File: config.mk
export PLATFORM = sky130hd
export DESIGN_NAME = http_request_framer
export DESIGN_NICKNAME = d
export VERILOG_FILES = /design/src/rtl/hrf_pkg.sv /design/src/rtl/hrf_front.sv /design/src/rtl/hrf_queue.sv /design/src/rtl/hrf_back.sv /design/src/rtl/http_request_framer.sv
export SDC_FILE = /design/constraint.sdc
export NUM_CORES = 1
export LEC_CHECK = 0
export BUFFER_PORTS_ARGS = -buffer_cell sky130_fd_sc_hd__buf_2
export CAP_MARGIN = 20
export CELL_PAD_IN_SITES_DETAIL_PLACEMENT = 0
export CELL_PAD_IN_SITES_GLOBAL_PLACEMENT = 1
export CORE_MARGIN = 5
export CORE_UTILIZATION = 50
export CTS_BUF_LIST = sky130_fd_sc_hd__clkbuf_4 sky130_fd_sc_hd__clkbuf_8
export DETAILED_ROUTE_END_ITERATION = 12
export GPL_TIMING_DRIVEN = 0
export PLACE_DENSITY_LB_ADDON = 0.1
export SYNTH_ARGS = -nofsm -noshare
export SYNTH_HDL_FRONTEND = slang
export SYNTH_SLANG_ARGS = --single-unit
File: constraint.sdc
create_clock -name clk_i -period 6.54 [get_ports clk_i]
set_input_delay 1.308 -clock clk_i [delete_from_list [all_inputs] [get_ports clk_i]]
set_output_delay 1.308 -clock clk_i [all_outputs]
set_load 0.05 [all_outputs]
File: src/rtl/hrf_pkg.sv
package hrf_pkg;

  localparam int MAX_LEN = 4096;
  localparam int POS_W   = $clog2(MAX_LEN + 1);
  localparam int OFS_W   = 13;
  localparam int CODE_W  = 3;

  localparam int QDEPTH = 2;
  localparam int QPTR_W = (QDEPTH > 1) ? $clog2(QDEPTH) : 1;
  localparam int QCNT_W = $clog2(QDEPTH + 1);

  typedef logic [POS_W-1:0]  pos_t;
  typedef logic [OFS_W-1:0]  ofs_t;
  typedef logic [CODE_W-1:0] code_t;

  localparam pos_t MAX_POS = POS_W'(MAX_LEN);

  localparam code_t RC_NO_BLANK = 3'd0;
  localparam code_t RC_NO_MSP   = 3'd1;
  localparam code_t RC_NO_USP   = 3'd2;
  localparam code_t RC_SUCCESS  = 3'd3;
  localparam code_t RC_OVERFLOW = 3'd4;

  localparam logic [7:0] CH_NUL = 8'h00;
  localparam logic [7:0] CH_LF  = 8'h0a;
  localparam logic [7:0] CH_CR  = 8'h0d;
  localparam logic [7:0] CH_SP  = 8'h20;
  localparam logic [7:0] CH_QM  = 8'h3f;

  typedef struct packed {
    logic found;
    pos_t pos;
  } loc_t;

  typedef struct packed {
    logic ovf;
    loc_t dcrlf;
    loc_t dlf;
    loc_t fcrlf;
    loc_t flf;
    loc_t sp1;
    loc_t sp2;
    loc_t qm;
  } scan_t;

  typedef struct packed {
    logic ovf;
    logic blank;
    pos_t line_end;
    pos_t hdr;
    pos_t body;
    loc_t sp1;
    loc_t sp2;
    loc_t qm;
  } frame_t;

  function automatic ofs_t to_ofs(pos_t p);
    logic [31:0] w;
    w = 32'(p);
    return w[OFS_W-1:0];
  endfunction

endpackage

File: src/rtl/hrf_front.sv
module hrf_front (
  input  logic           clk_i,
  input  logic           rst_ni,
  input  logic           valid_i,
  output logic           ready_o,
  input  logic [7:0]     data_i,
  input  logic           last_i,
  input  logic           full_i,
  output logic           push_o,
  output hrf_pkg::scan_t rec_o
);

  hrf_pkg::pos_t  pos_q, pos_d;
  logic [23:0]    recent_q, recent_d;
  logic           ended_q, ended_d;
  hrf_pkg::scan_t scan_q, scan_d;
  logic           beat;
  logic [7:0]     b1, b2, b3;

  assign ready_o = !full_i;
  assign beat    = valid_i && ready_o;
  assign push_o  = beat && last_i;
  assign rec_o   = scan_d;

  assign b1 = recent_q[7:0];
  assign b2 = recent_q[15:8];
  assign b3 = recent_q[23:16];

  always_comb begin
    pos_d    = pos_q;
    recent_d = recent_q;
    ended_d  = ended_q;
    scan_d   = scan_q;
    if (!ended_q && !scan_q.ovf) begin
      if (data_i == hrf_pkg::CH_NUL) begin
        ended_d = 1'b1;
      end else if (pos_q == hrf_pkg::MAX_POS) begin
        scan_d.ovf = 1'b1;
      end else begin
        if (data_i == hrf_pkg::CH_LF) begin
          if (!scan_q.dcrlf.found && b3 == hrf_pkg::CH_CR && b2 == hrf_pkg::CH_LF &&
              b1 == hrf_pkg::CH_CR) begin
            scan_d.dcrlf = '{found: 1'b1, pos: pos_q - hrf_pkg::POS_W'(3)};
          end
          if (!scan_q.dlf.found && b1 == hrf_pkg::CH_LF) begin
            scan_d.dlf = '{found: 1'b1, pos: pos_q - hrf_pkg::POS_W'(1)};
          end
          if (!scan_q.fcrlf.found && b1 == hrf_pkg::CH_CR) begin
            scan_d.fcrlf = '{found: 1'b1, pos: pos_q - hrf_pkg::POS_W'(1)};
          end
          if (!scan_q.flf.found) begin
            scan_d.flf = '{found: 1'b1, pos: pos_q};
          end
        end else if (data_i == hrf_pkg::CH_SP) begin
          if (!scan_q.sp1.found) begin
            scan_d.sp1 = '{found: 1'b1, pos: pos_q};
          end else if (!scan_q.sp2.found) begin
            scan_d.sp2 = '{found: 1'b1, pos: pos_q};
          end
        end else if (data_i == hrf_pkg::CH_QM) begin
          if (scan_q.sp1.found && !scan_q.qm.found) begin
            scan_d.qm = '{found: 1'b1, pos: pos_q};
          end
        end
        recent_d = {recent_q[15:0], data_i};
        pos_d    = pos_q + hrf_pkg::POS_W'(1);
      end
    end
  end

  always_ff @(posedge clk_i or negedge rst_ni) begin
    if (!rst_ni) begin
      pos_q    <= '0;
      recent_q <= '0;
      ended_q  <= 1'b0;
      scan_q   <= '0;
    end else if (beat) begin
      if (last_i) begin
        pos_q    <= '0;
        recent_q <= '0;
        ended_q  <= 1'b0;
        scan_q   <= '0;
      end else begin
        pos_q    <= pos_d;
        recent_q <= recent_d;
        ended_q  <= ended_d;
        scan_q   <= scan_d;
      end
    end
  end

endmodule

File: src/rtl/hrf_queue.sv
module hrf_queue (
  input  logic           clk_i,
  input  logic           rst_ni,
  input  logic           push_i,
  input  hrf_pkg::scan_t data_i,
  input  logic           pop_i,
  output hrf_pkg::scan_t data_o,
  output logic           full_o,
  output logic           empty_o
);

  hrf_pkg::scan_t                    mem_q [hrf_pkg::QDEPTH];
  logic [hrf_pkg::QPTR_W-1:0]        wr_ptr_q, rd_ptr_q;
  logic [hrf_pkg::QCNT_W-1:0]        cnt_q;
  logic                              do_push, do_pop;

  assign full_o  = cnt_q == hrf_pkg::QCNT_W'(hrf_pkg::QDEPTH);
  assign empty_o = cnt_q == '0;
  assign do_push = push_i && !full_o;
  assign do_pop  = pop_i && !empty_o;
  assign data_o  = mem_q[rd_ptr_q];

  function automatic logic [hrf_pkg::QPTR_W-1:0] bump(logic [hrf_pkg::QPTR_W-1:0] p);
    return (p == hrf_pkg::QPTR_W'(hrf_pkg::QDEPTH - 1)) ? '0 : p + hrf_pkg::QPTR_W'(1);
  endfunction

  always_ff @(posedge clk_i) begin
    if (do_push) begin
      mem_q[wr_ptr_q] <= data_i;
    end
  end

  always_ff @(posedge clk_i or negedge rst_ni) begin
    if (!rst_ni) begin
      wr_ptr_q <= '0;
      rd_ptr_q <= '0;
      cnt_q    <= '0;
    end else begin
      if (do_push) begin
        wr_ptr_q <= bump(wr_ptr_q);
      end
      if (do_pop) begin
        rd_ptr_q <= bump(rd_ptr_q);
      end
      if (do_push && !do_pop) begin
        cnt_q <= cnt_q + hrf_pkg::QCNT_W'(1);
      end else if (do_pop && !do_push) begin
        cnt_q <= cnt_q - hrf_pkg::QCNT_W'(1);
      end
    end
  end

  a_cnt_bound: assert property (@(posedge clk_i) disable iff (!rst_ni)
    cnt_q <= hrf_pkg::QCNT_W'(hrf_pkg::QDEPTH))
    else $error("queue fill beyond depth");

endmodule

File: src/rtl/hrf_back.sv
module hrf_back (
  input  logic           clk_i,
  input  logic           rst_ni,
  input  logic           valid_i,
  input  hrf_pkg::scan_t rec_i,
  output logic           pop_o,
  output logic           m_axis_tvalid_o,
  input  logic           m_axis_tready_i,
  output logic [95:0]    m_axis_tdata_o
);

  hrf_pkg::frame_t fr_d, fr_q;
  logic            fr_v_q;
  logic            out_v_q;
  logic            out_ready, fr_ready;
  hrf_pkg::pos_t   cut;

  hrf_pkg::code_t  code_d, code_q;
  hrf_pkg::ofs_t   me_d, us_d, ue_d, qs_d, vs_d, hs_d, bs_d;
  hrf_pkg::ofs_t   me_q, us_q, ue_q, qs_q, vs_q, hs_q, bs_q;
  logic            qp_d, qp_q;

  assign out_ready = !out_v_q || m_axis_tready_i;
  assign fr_ready  = !fr_v_q || out_ready;
  assign pop_o     = valid_i && fr_ready;

  always_comb begin
    fr_d.ovf   = rec_i.ovf;
    fr_d.blank = rec_i.dcrlf.found || rec_i.dlf.found;
    fr_d.sp1   = rec_i.sp1;
    fr_d.sp2   = rec_i.sp2;
    fr_d.qm    = rec_i.qm;
    if (rec_i.dcrlf.found) begin
      cut       = rec_i.dcrlf.pos + hrf_pkg::POS_W'(2);
      fr_d.body = rec_i.dcrlf.pos + hrf_pkg::POS_W'(4);
    end else begin
      cut       = rec_i.dlf.pos + hrf_pkg::POS_W'(1);
      fr_d.body = rec_i.dlf.pos + hrf_pkg::POS_W'(2);
    end
    if (rec_i.fcrlf.found && (rec_i.fcrlf.pos + hrf_pkg::POS_W'(1)) < cut) begin
      fr_d.line_end = rec_i.fcrlf.pos;
      fr_d.hdr      = rec_i.fcrlf.pos + hrf_pkg::POS_W'(2);
    end else if (rec_i.flf.found && rec_i.flf.pos < cut) begin
      fr_d.line_end = rec_i.flf.pos;
      fr_d.hdr      = rec_i.flf.pos + hrf_pkg::POS_W'(1);
    end else begin
      fr_d.line_end = cut;
      fr_d.hdr      = cut;
    end
  end

  always_comb begin
    code_d = hrf_pkg::RC_NO_BLANK;
    me_d   = '0;
    us_d   = '0;
    ue_d   = '0;
    qp_d   = 1'b0;
    qs_d   = '0;
    vs_d   = '0;
    hs_d   = '0;
    bs_d   = '0;
    if (fr_q.ovf) begin
      code_d = hrf_pkg::RC_OVERFLOW;
    end else if (fr_q.blank) begin
      hs_d = hrf_pkg::to_ofs(fr_q.hdr);
      bs_d = hrf_pkg::to_ofs(fr_q.body);
      if (!fr_q.sp1.found || fr_q.sp1.pos >= fr_q.line_end) begin
        code_d = hrf_pkg::RC_NO_MSP;
      end else begin
        me_d = hrf_pkg::to_ofs(fr_q.sp1.pos);
        us_d = hrf_pkg::to_ofs(fr_q.sp1.pos + hrf_pkg::POS_W'(1));
        if (!fr_q.sp2.found || fr_q.sp2.pos >= fr_q.line_end) begin
          code_d = hrf_pkg::RC_NO_USP;
        end else begin
          code_d = hrf_pkg::RC_SUCCESS;
          vs_d   = hrf_pkg::to_ofs(fr_q.sp2.pos + hrf_pkg::POS_W'(1));
          if (fr_q.qm.found && fr_q.qm.pos < fr_q.sp2.pos) begin
            qp_d = 1'b1;
            ue_d = hrf_pkg::to_ofs(fr_q.qm.pos);
            qs_d = hrf_pkg::to_ofs(fr_q.qm.pos + hrf_pkg::POS_W'(1));
          end else begin
            ue_d = hrf_pkg::to_ofs(fr_q.sp2.pos);
          end
        end
      end
    end
  end

  always_ff @(posedge clk_i) begin
    if (pop_o) begin
      fr_q <= fr_d;
    end
    if (fr_v_q && out_ready) begin
      code_q <= code_d;
      me_q   <= me_d;
      us_q   <= us_d;
      ue_q   <= ue_d;
      qp_q   <= qp_d;
      qs_q   <= qs_d;
      vs_q   <= vs_d;
      hs_q   <= hs_d;
      bs_q   <= bs_d;
    end
  end

  always_ff @(posedge clk_i or negedge rst_ni) begin
    if (!rst_ni) begin
      fr_v_q  <= 1'b0;
      out_v_q <= 1'b0;
    end else begin
      if (fr_ready) begin
        fr_v_q <= valid_i;
      end
      if (out_ready) begin
        out_v_q <= fr_v_q;
      end
    end
  end

  assign m_axis_tvalid_o = out_v_q;
  assign m_axis_tdata_o  = {1'b0, bs_q, hs_q, vs_q, qs_q, qp_q, ue_q, us_q, me_q, code_q};

  a_ovf_zero: assert property (@(posedge clk_i) disable iff (!rst_ni)
    out_v_q && code_q == hrf_pkg::RC_OVERFLOW |->
      me_q == '0 && hs_q == '0 && bs_q == '0 && !qp_q)
    else $error("overflow result with offsets");

  a_query_ok: assert property (@(posedge clk_i) disable iff (!rst_ni)
    out_v_q && qp_q |-> code_q == hrf_pkg::RC_SUCCESS)
    else $error("query mark without complete request line");

  a_path_ver: assert property (@(posedge clk_i) disable iff (!rst_ni)
    out_v_q && code_q == hrf_pkg::RC_SUCCESS && !qp_q |->
      hrf_pkg::ofs_t'(ue_q + hrf_pkg::OFS_W'(1)) == vs_q)
    else $error("path end and version start disagree");

  a_uri_after_method: assert property (@(posedge clk_i) disable iff (!rst_ni)
    out_v_q && (code_q == hrf_pkg::RC_SUCCESS || code_q == hrf_pkg::RC_NO_USP) |->
      hrf_pkg::ofs_t'(me_q + hrf_pkg::OFS_W'(1)) == us_q)
    else $error("uri start not after method space");

endmodule

File: src/rtl/http_request_framer.sv
// channel  dir  tdata fields (low bit up)                      tuser  tlast
// s_axis   in   data_byte[7:0]                                 -      last_byte
// m_axis   out  result_code[2:0] method_end[15:3]               -      -
//               uri_start[28:16] uri_end[41:29]
//               query_present[42] query_start[55:43]
//               version_start[68:56] header_start[81:69]
//               body_start[94:82] zero[95]
//
// One byte a cycle through the scanner registers while the result queue is not
// full; after the last byte is taken, the result passes through the queue, the
// framing stage and the output register before its beat is valid.
// Reset clears the scanner state, the queue and both valid stages.
// s_axis_tready_o falls only while the two-entry result queue is full.
module http_request_framer (
  input  logic        clk_i,
  input  logic        rst_ni,
  input  logic        s_axis_tvalid_i,
  output logic        s_axis_tready_o,
  input  logic [7:0]  s_axis_tdata_i,  // data_byte
  input  logic        s_axis_tlast_i,
  output logic        m_axis_tvalid_o,
  input  logic        m_axis_tready_i,
  output logic [95:0] m_axis_tdata_o   // result_code .. body_start, see table
);

  hrf_pkg::scan_t push_rec, head_rec;
  logic           push, pop, full, empty;

  hrf_front u_front (
    .clk_i   (clk_i),
    .rst_ni  (rst_ni),
    .valid_i (s_axis_tvalid_i),
    .ready_o (s_axis_tready_o),
    .data_i  (s_axis_tdata_i),
    .last_i  (s_axis_tlast_i),
    .full_i  (full),
    .push_o  (push),
    .rec_o   (push_rec)
  );

  hrf_queue u_queue (
    .clk_i   (clk_i),
    .rst_ni  (rst_ni),
    .push_i  (push),
    .data_i  (push_rec),
    .pop_i   (pop),
    .data_o  (head_rec),
    .full_o  (full),
    .empty_o (empty)
  );

  hrf_back u_back (
    .clk_i           (clk_i),
    .rst_ni          (rst_ni),
    .valid_i         (!empty),
    .rec_i           (head_rec),
    .pop_o           (pop),
    .m_axis_tvalid_o (m_axis_tvalid_o),
    .m_axis_tready_i (m_axis_tready_i),
    .m_axis_tdata_o  (m_axis_tdata_o)
  );

endmodule

==> results of run 1 <==
==> cell type report <==
type / count / area, µm² / share of cell area
antenna: 1 / 2.50 / 0.0000865
buffer: 127 / 599 / 0.0207
clock buffer: 113 / 1420 / 0.0492
clock inverter: 44 / 541 / 0.0187
inverter: 49 / 186 / 0.00644
multi-input combinational: 1410 / 9760 / 0.337
sequential: 519 / 14900 / 0.514
tap: 672 / 841 / 0.0291
timing repair buffer: 115 / 717 / 0.0248
==> state kept, by name, indices dropped and copies added, names as in the netlist, 24 cells and up <==
signal and flops:
u_back.fr_q 83, u_front.recent_q 24, u_queue.mem_q 198, u_front.scan_q 99
==> through the flow <==
step	total power, mW	std cells	cell area (µm²)
2_1_floorplan	8.68	2105	25400
3_3_place_gp	10.3	2885	26800
3_5_place_dp	10.4	2892	27000
4_1_cts	13.6	3049	28900
5_1_grt	14.3	3050	28900
6_report	13.6	3050	28900
==> power by group <==
group | total (mW) | switching [mW] | internal [mW] | leakage, nW
clock | 3.23 | 1.32 | 1.91 | 1.01
combinational | 5.34 | 3.68 | 1.67 | 4.77
sequential | 4.99 | 0.429 | 4.56 | 5.61
total | 13.6 | 5.43 | 8.13 | 11.4
==> layout by cell type, fill, tap and decap left out, types with 28 or more instances in the layout <==
cell type	netlist	routed
edfxtp_1	376	376
nand2_1	234	234
dfrtp_1	143	143
buf_2	32	139
o21ai_0	138	138
mux2_2	104	104
nor2_1	93	92
clkbuf_8	0	92
xnor2_1	78	78
clkbuf_1	77	77
ha_1	76	76
mux2i_1	59	59
a21oi_1	58	58
nand3_1	55	55
xor2_1	54	54
inv_1	48	47
nor3_1	41	41
a22o_1	38	38
a22oi_1	36	36
and2_1	37	36
and3_1	29	28
==> metal layers <==
| layer | global-route usage | vias up | wire length, µm |
|---|---|---|---|
| met2 | 0.356 | 601 | 29700 |
| li1 | - | 8267 | - |
| met1 | 0.359 | 8647 | 31600 |
| met5 | 0 | - | 0 |
| met4 | 0.0649 | 0 | 1430 |
| met3 | 0.0384 | 103 | 4450 |
==> worst paths after layout <==
check | from | to | slack, ns | cells after the start
min | u_back.fr_q[82] | u_back.code_q[2] | 0.48 | 0
max | u_queue.rd_ptr_q | u_back.fr_q[67] | 0.57 | 19
max in group asynchronous | rst_ni | u_front.scan_q[19] | 5.07 | 2
max reg2reg | u_queue.rd_ptr_q | u_back.fr_q[67] | 0.57 | 19
min reg2reg | u_back.fr_q[82] | u_back.code_q[2] | 0.48 | 0
min in group asynchronous | rst_ni | u_front.scan_q[90] | 0.61 | 1
==> synth_stat cells (all sizes together), types with 7 or more instances <==
cell | n | area (µm²)
nand2b | 15 | 93.8
nor2b | 11 | 68.8
nor2 | 93 | 349
buf | 50 | 310
a21oi | 58 | 290
o221ai | 15 | 131
nor3b | 16 | 120
ha | 76 | 951
and4 | 7 | 61.3
xor2 | 54 | 473
and3 | 30 | 193
o211ai | 10 | 80.1
nor4 | 25 | 201
a211oi | 19 | 143
a22o | 38 | 333
inv | 48 | 180
dfrtp | 143 | 3580
o31ai | 14 | 105
nand4 | 22 | 138
xnor2 | 78 | 683
clkbuf | 77 | 289
or3 | 18 | 115
a21o | 12 | 90.1
nand3b | 7 | 52.6
mux2i | 59 | 591
o311ai | 11 | 96.3
and2 | 38 | 240
o21ai | 143 | 716
edfxtp | 376 | 11300
a22oi | 36 | 270
nor3 | 41 | 205
a221o | 13 | 130
mux2 | 104 | 1170
nand3 | 55 | 275
nand2 | 235 | 885
==> cell families (layout without fill, tap and decap cells) <==
family,count (synthesis),in the layout,share of synthesized area
mux,163,163,0.0694
fa+ha+maj,76,76,0.0374
buf+inv,176,448,0.0308
simple gates,632,632,0.125
xor+xnor,132,132,0.0455
compound gates,406,406,0.107
other cells,1,2,0.000148
flops,519,519,0.585
==> impl_metrics.csv, run 1 <==
group,metric,value,unit
outcome,status,"complete, no violations",
placed_design,post-place-ws,0.682,ns
yosys,yosysWarnings,0,
clock_tree,cts_setup_buffers,0,
timing,period_share,0.913,
die,die_width,235,µm
grt,grt_antenna_before_repair,1,
timing,hold_viol_final,0,
timing,worstMarginPinSlew,1.09,ns
timing,max_slew_margin,0.266,
placed_design,io_buffers,108,
yosys,ys_ff_latch,519,
drt,drc,0,
placed_design,place_hpwl,48900,µm
timing,rsz0062_at_grt,"false",
setup_path,worstSetupPathType,"reg -> reg",
grt,grt_util_all_layers,0.237,
setup_path,cp_num_buf_inv,5,
final_layout,syn_to_final_growth,13.9,%
setup_path,critPathTopFamily,"buffers and inverters",
setup_path,worstPathMaxFanout,10,
yosys,synthArstFlopShare,0.276,
worst_hold_path,holdCritPathClass,"reg -> reg",
clock_tree,clkSinkCount,519,
timing,whs,0.481,ns
drt,vias,17618,
die,fp-row-count,82,
yosys,synth_nets,2194,
setup_path,crit_path_cell_trace,"buf_2 > buf_2 > buf_2 > mux2_2 > ha_1 > nand4b_1 > a22oi_1 > nand2_1 > xnor2_1 > mux2i_1 > inv_1 > ha_1 > and4_1 > o221ai_1 > a21oi_1 > a2111oi_0 > o211ai_1 > clkbuf_1 > mux2i_1",
clock_tree,clock_latency,0.68,ns
grt,grt_start_max_net_pins,82,
drt,firstDrtPassIters,5,
die,start_util,0.506,
setup_path,cpMostUsedCell,"buf_2",
die,num_io_pins,111,
grt,grt_first_pass_wirelength,103000,µm
final_layout,layout-drive-gt1-share,0.180,
drt,drt_iter0_drc,1391,
die,dieHeight,235,µm
yosys,synthFlopType,"edfxtp_1",
yosys,synth_cell_types,72,
run,drv_cap,0,
placed_design,place_congestion,0.925,
clock_tree,ctsHoldBuffers,0,
drt,drt-total-wl,67200,µm
power_and_ir_drop,power_leakage,11.4,nW
yosys,synth_edf_count,376,
setup_path,cp.arrival,6.39,ns
clock_tree,root_buffer,"clkbuf_8",
clock_tree,clk_path_buf_depth,3,
setup_path,setup.worst_path.end_class,"flop",
timing,setup_tns,0,ns
setup_path,slowest_stage,"o211ai_1",
clock_tree,ctsResizeCount,0,
setup_path,cp.required,6.96,ns
die,core_area,50200,µm²
power_and_ir_drop,power_density,469,nW/µm²
timing,fin_ws,0.568,ns
grt,grt_pass1_vias,16994,
clock_tree,cts_tree,"done",
power_and_ir_drop,vdd_drop_max,0.000227,V
yosys,postSynthCellCount,2105,
drt,via_per_inst,5.78,
die,die_area,55400,µm²
yosys,avgSynthCellArea,12.1,µm²
timing,slew_viol_final,0,
final_layout,nets,2396,
clock_tree,clk_pin_slew,0.06,ns
grt,grt_overflow,0,
final_layout,fillers,4133,
drt,wl_per_cell,22.0,µm
setup_path,slowest_delay,0.59,ns
timing,finalCriticalPeriod,5.97,ns
final_layout,final_core_util,0.577,
drt,drtAntennaViolNets,0,
timing,finalSetupViolCount,0,
yosys,seq_area_frac_synth,0.585,
clock_tree,cts_max_level,3,
clock_tree,numCtsBuffers,85,
timing,fmax,167,MHz
timing,clock_skew,0.0254,ns
yosys,netlist_area,25400,µm²
setup_path,start_kind,"flop",
Power figures use the tool's default switching activity.
==> run 2, diff against run 1 <==
--- a/config.mk
+++ b/config.mk
@@ -17,4 +17,5 @@
 export PLACE_DENSITY_LB_ADDON = 0.1
 export SYNTH_ARGS = -nofsm -noshare
 export SYNTH_HDL_FRONTEND = slang
+export SYNTH_HIERARCHICAL = 1
 export SYNTH_SLANG_ARGS = --single-unit
==> run 2 against run 1 <==
Effect of this change: clock power shrank 11%; sequential power grew 2%; register-to-register slack gained 1.1 ns; flip-flop and latch count is the same; hold slack lost 0.0032 ns; cell area grew 1.9%; highest routed layer unchanged; synthesized area grew 2.8%; critical endpoint is now u_queue/mem_q[0][6]; clock skew grew 0.0088 ns; largest power group unchanged; power grew 1.8%; die area grew 2.7%.
==> impl_metrics.csv, run 2 <==
group,metric,value,unit
outcome,status,"complete, no violations",
worst_hold_path,holdCritPathClass,"reg -> reg",
yosys,synth_edf_count,376,
drt,vias,17839,
drt,firstDrtPassIters,6,
placed_design,place_hpwl,48500,µm
grt,grt_start_max_net_pins,79,
yosys,synth_most_common_cell,"edfxtp_1",
timing,clock_skew,0.0342,ns
yosys,synth_nets,2227,
clock_tree,root_buffer,"clkbuf_8",
timing,period_share,0.754,
drt,met2WireLength,30000,µm
die,core_area,51500,µm²
drt,via_per_inst,5.77,
setup_path,worstSetupPathType,"in -> reg",
yosys,yosysWarnings,6,
final_layout,antenna-diode-count,0,
setup_path,cp.required,6.89,ns
final_layout,top_regs,"u_queue/mem_q x198, u_front/scan_q x99, u_back/fr_q x83",
yosys,postSynthCellCount,2139,
clock_tree,clock_latency,0.68,ns
clock_tree,numCtsBuffers,86,
grt,grt_antenna_before_repair,0,
final_layout,nets,2432,
setup_path,rr_worst_depth,12,
clock_tree,clk_pin_slew,0.06,ns
placed_design,io_buffers,108,
final_layout,largest_reg_flops,198,
yosys,ys_ff_latch,519,
die,die_area,56900,µm²
power_and_ir_drop,power_leakage,11.8,nW
clock_tree,cts_tree,"done",
timing,rsz0062_at_grt,"false",
timing,max_slew_margin,0.226,
yosys,synthFlopType,"edfxtp_1",
power_and_ir_drop,vdd_drop_max,0.000192,V
timing,hold_viol_final,0,
power_and_ir_drop,total_power,13.8,mW
setup_path,setup.worst_path.end_class,"flop",
die,die_width,239,µm
clock_tree,cts_setup_buffers,0,
clock_tree,ctsResizeCount,0,
grt,grt_first_pass_wirelength,102000,µm
yosys,seq_area_frac_synth,0.569,
yosys,netlist_area,26100,µm²
final_layout,final_common_cell,"edfxtp_1",
final_layout,syn_to_final_growth,12.9,%
clock_tree,clkSinkCount,519,
grt,grt_overflow,0,
setup_path,start_kind,"primary input",
clock_tree,cts_max_level,3,
yosys,netlist_top_cells_area,"edfxtp_1 43%, dfrtp_1 14%, mux2_4 5.9%",
yosys,synth_cell_types,70,
timing,fmax,203,MHz
power_and_ir_drop,power_density,468,nW/µm²
clock_tree,clk_path_buf_depth,3,
setup_path,cp.arrival,5.28,ns
drt,drtAntennaViolNets,0,
timing,worstMarginPinSlew,1.13,ns
final_layout,layout-drive-gt1-share,0.195,
yosys,synth_top_area_share,0.432,
placed_design,place_congestion,0.896,
clock_tree,ctsHoldBuffers,0,
die,num_io_pins,111,
run,drv_cap,0,
drt,drt-total-wl,66800,µm
drt,drt_iter0_drc,1615,
final_layout,instances_no_fill,3090,
setup_path,r2r_slack,1.67,ns
die,start_util,0.507,
timing,slew_viol_final,0,
die,dieHeight,239,µm
yosys,yosys.area.top_type,"edfxtp_1",
setup_path,worstPathMaxFanout,32,
die,fp-row-count,83,
drt,wl_met1,29800,µm
timing,finalSetupViolCount,0,
final_layout,regMostFlops,"u_queue/mem_q",
timing,finalCriticalPeriod,4.93,ns
placed_design,place_inst,2936,
worst_hold_path,hold-path-cell-count,0,
final_layout,fillers,4354,
yosys,synthArstFlopShare,0.276,
drt,routed-wl-met3,4850,µm
yosys,avgSynthCellArea,12.2,µm²
grt,grt_util_all_layers,0.231,
final_layout,mostFrequentLayoutCells,"376 x edfxtp_1, 236 x nand2_1, 143 x dfrtp_1",
drt,highest_layer,"met4",
grt,grt_pass1_vias,17235,
yosys,synth_common_cells,"376 x edfxtp_1, 236 x nand2_1, 143 x dfrtp_1",
drt,drc,0,
drt,wl_per_cell,21.6,µm
## run 2: changes by cell type after synthesis, moves of 16 or more
cell	previous run	this run
a22oi_1	36	2
o21ai_0	138	76
mux2_2	104	41
a211oi_1	19	3
nand3_1	55	126
mux2_4	0	103
a21oi_1	58	32
o211ai_1	9	36
mux2i_1	59	37
## run 2: routing by layer
metal,vias to the layer above,global-route usage
met4,0,0.0911
met1,8666,0.331
met3,129,0.0489
met5,-,0
li1,8363,-
met2,681,0.346
## run 2: layout make-up
type,count,area (µm²),area share
Sequential cell,519,14900,0.504
Multi-Input combinational cell,1419,10300,0.349
Clock buffer,135,1610,0.0545
Tap cell,680,851,0.0288
Buffer,139,764,0.0259
Timing Repair Buffer,117,749,0.0254
Inverter,62,233,0.00789
Clock inverter,19,136,0.00462
## run 2: report_power, final
part / switching (mW) / total (mW) / internal, mW / leakage (nW)
logic: 3.72 / 5.86 / 2.14 / 5.28
registers: 0.484 / 5.07 / 4.59 / 5.61
clock network: 1.27 / 2.88 / 1.60 / 0.925
total: 5.48 / 13.8 / 8.33 / 11.8
## run 2: logic make-up after synthesis
family / count (synthesis) / synth area share
AND/OR/NAND/NOR: 716 / 0.136
flip-flops: 519 / 0.569
AO/OA/AOI/OAI: 315 / 0.0857
buffers and inverters: 201 / 0.0382
multiplexers: 181 / 0.0911
XOR/XNOR: 131 / 0.0439
adder cells (fa/ha/maj): 75 / 0.0359
other: 1 / 0.000144
## run 2: worst paths after layout
| check | from | end |
|---|---|---|
| worst min register to register | u_back/fr_q[82] | u_back/code_q[2] |
| worst max-delay path | s_axis_tvalid_i | u_queue/mem_q[0][6] |
| worst max register to register | u_queue/cnt_q[0] | u_queue/mem_q[0][6] |
| min in group asynchronous | rst_ni | u_front/scan_q[91] |
| worst min-delay path | u_back/fr_q[82] | u_back/code_q[2] |
| max in group asynchronous | rst_ni | u_front/scan_q[21] |
## run 2: worst max-delay path: stages
cell and delay [ns]:
buf_2 0.09, nor2b_1 0.73, clkbuf_1 0.57, nand2_1 0.35, inv_1 0.25, clkbuf_1 0.57, nand2_1 0.27, nor2_4 0.34
buf_12 0.26, buf_12 0.24, buf_12 0.23
## run 2: per-stage QoR
stage,worst slack (ns),utilization,TNS (ns),hold WS (ns),cell area [µm²]
after global placement,-2.14,0.534,-369.24,0.457,27500
final,1.61,0.573,0,0.478,29500
after detailed placement,0.908,0.539,0,0.469,27800
after global routing,1.47,0.573,0,0.506,29500
after floorplan,0.796,-,0,0.427,26100
after CTS,1.62,0.573,0,0.482,29500
==> run 3, diff against run 2 <==
==> constraint.sdc (replaced) <==
create_clock -name clk_i -period 5.14 [get_ports clk_i]
set_input_delay 1.028 -clock clk_i [delete_from_list [all_inputs] [get_ports clk_i]]
set_output_delay 1.028 -clock clk_i [all_outputs]
set_load 0.05 [all_outputs]
==> run 3 against run 2 <==
Effect of this change: core utilization rose by 0.26 points; critical path depth rose by 5; global-route usage rose by 0.52 points; hold slack got worse by 0.093 ns; die area did not move; flip-flop and latch count did not move; critical path type is now reg -> reg; critical endpoint is now u_back/fr_q[72]; cell area rose by 0.45%; sequential power rose by 28%.
==> impl_metrics.csv, run 3 (same netlist as run 2, synthesis figures left out) <==
group,metric,value,unit
setup_path,start_kind,"flop",
timing,fin_ws,0.391,ns
timing,slew_viol_final,0,
timing,worstMarginPinSlew,1.06,ns
drt,firstDrtPassIters,6,
drt,highest_layer,"met4",
timing,period_share,0.924,
setup_path,r2r-start,"u_queue/rd_ptr_q",
final_layout,fillers,4391,
final_layout,layout-drive-gt1-share,0.195,
clock_tree,cts_tree,"done",
timing,rsz0062_at_grt,"false",
placed_design,place_congestion,0.903,
worst_hold_path,holdCritPathClass,"in -> async",
power_and_ir_drop,p_sw,7.10,mW
setup_path,worstSetupPathType,"reg -> reg",
clock_tree,clock_latency,0.68,ns
die,start_util,0.507,
grt,grt_antenna_before_repair,2,
die,dieHeight,239,µm
timing,max_slew_margin,0.273,
setup_path,cp.arrival,5.17,ns
setup_path,worstPathMaxFanout,10,
clock_tree,clk_path_buf_depth,3,
power_and_ir_drop,total_power,17.8,mW
timing,hold_viol_final,0,
setup_path,r2r_slack,0.39,ns
final_layout,regMostFlops,"u_queue/mem_q",
power_and_ir_drop,power_leakage,11.9,nW
grt,grt_start_max_net_pins,79,
clock_tree,clk_pin_slew,0.06,ns
timing,finalSetupViolCount,0,
clock_tree,cts_setup_buffers,0,
die,core_area,51500,µm²
placed_design,post-place-ws,-0.231,ns
power_and_ir_drop,pwr-share-seq,0.362,
outcome,status,"complete, no violations",
die,fp-row-count,83,
drt,drtAntennaViolNets,0,
grt,grt_first_pass_wirelength,104000,µm
final_layout,top_regs,"u_queue/mem_q x198, u_front/scan_q x99, u_back/fr_q x83",
clock_tree,numCtsBuffers,88,
final_layout,nets,2436,
power_and_ir_drop,power_density,602,nW/µm²
die,die_width,239,µm
final_layout,ff_latch_area,14900,µm²
final_layout,largest_reg_flops,198,
drt,wl_met1,30300,µm
drt,via_per_inst,5.81,
final_layout,syn_to_final_growth,13.4,%
grt,grt_util_all_layers,0.236,
drt,drt-total-wl,68100,µm
drt,met2WireLength,31200,µm
timing,finalCriticalPeriod,4.75,ns
power_and_ir_drop,p_int,10.7,mW
die,die_area,56900,µm²
final_layout,mostFrequentLayoutCells,"376 x edfxtp_1, 236 x nand2_1, 143 x dfrtp_1",
clock_tree,clkSinkCount,519,
placed_design,place_hpwl,49300,µm
setup_path,rr_endpoint,"u_back/fr_q[72]",
grt,grt_pass1_vias,17703,
drt,wl_per_cell,22.0,µm
clock_tree,cts_max_level,3,
timing,fmax,211,MHz
run,drv_cap,0,
clock_tree,ctsHoldBuffers,0,
placed_design,io_buffers,108,
setup_path,setup.worst_path.end_class,"flop",
power_and_ir_drop,combPwrFrac,0.420,
power_and_ir_drop,sw_frac_of_total,0.398,
setup_path,cp.required,5.56,ns
drt,drc,0,
drt,drt_iter0_drc,1642,
final_layout,final_common_cell,"edfxtp_1",
die,num_io_pins,111,
timing,clock_skew,0.0239,ns
drt,routed-wl-met3,5190,µm
drt,vias,18036,
grt,grt_overflow,0,
power_and_ir_drop,vdd_drop_max,0.000236,V
setup_path,rr_worst_depth,16,
clock_tree,root_buffer,"clkbuf_8",
final_layout,multi_input_area,10300,µm²
power_and_ir_drop,p_clk_frac,0.217,
## run 3: per-layer routing
metal,vias to the layer above,global-route usage
li1,8377,-
met1,8895,0.338
met2,659,0.367
met3,105,0.0505
met4,0,0.0661
met5,-,0
## run 3: worst max path at each step
stage | start | endpoint | slack, ns | cells past startpoint
detailed placement | s_axis_tvalid_i | u_queue/mem_q[0][3] | -0.23 | 11
global route | u_queue/rd_ptr_q | u_back/fr_q[72] | 0.14 | 17
global placement | s_axis_tvalid_i | u_queue/mem_q[0][5] | -1.53 | 8
CTS | u_queue/cnt_q[0] | u_queue/mem_q[0][26] | 0.20 | 12
floorplan | m_axis_tready_i | u_queue/cnt_q[1] | 0.40 | 7
finish | u_queue/rd_ptr_q | u_back/fr_q[72] | 0.39 | 16
## run 3: worst max-delay path, cell delays in order (launching register included)
cell	delay (ns)
dfrtp_1	0.33
buf_6	0.25
buf_12	0.19
mux2_4	0.36
ha_1	0.25
nand3_1	0.24
nor2_1	0.09
xor2_1	0.14
o21ai_0	0.64
ha_1	0.37
a21oi_1	0.14
o22ai_1	0.08
nor2_1	0.10
o31ai_1	0.13
a31oi_4	0.40
buf_2	0.36
mux2_2	0.41
## run 3: layout make-up
cell class | count | area share
well taps | 680 | 0.0287
repair buffers | 119 | 0.0257
multi-input cells | 1419 | 0.347
diodes | 3 | 0.000253
flip-flops and latches | 519 | 0.502
plain buffers | 139 | 0.0258
clock buffers | 128 | 0.0527
inverters | 62 | 0.00786
clock inverters | 34 | 0.00984
## run 3: repair_timing
item	in CTS	in global routing
gates resized for setup	0	1
endpoints found under the setup margin	0	31
endpoints found under the hold margin	0	0
## run 3: metrics by stage
step | TNS [ns] | utilization | cell area, µm² | hold WS, ns | std cells
6_report | 0 | 0.575 | 29600 | 0.385 | 3103
2_1_floorplan | 0 | - | 26100 | 0.427 | 2139
4_1_cts | 0 | 0.575 | 29600 | 0.356 | 3099
3_3_place_gp | -249.35 | 0.534 | 27500 | 0.430 | 2927
3_5_place_dp | -7.04 | 0.539 | 27800 | 0.442 | 2937
5_1_grt | 0 | 0.575 | 29600 | 0.398 | 3101
## run 3: power by group through the flow
| stage | clock network, mW | logic [mW] | registers, mW |
|---|---|---|---|
| final | 3.87 | 7.50 | 6.47 |
| after global routing | 4.19 | 8.08 | 6.56 |
| after CTS | 3.98 | 7.50 | 6.46 |
| after detailed placement | 0 | 7.47 | 6.54 |
| after global placement | 0 | 7.22 | 6.59 |
| after floorplan | 0 | 4.48 | 7.35 |
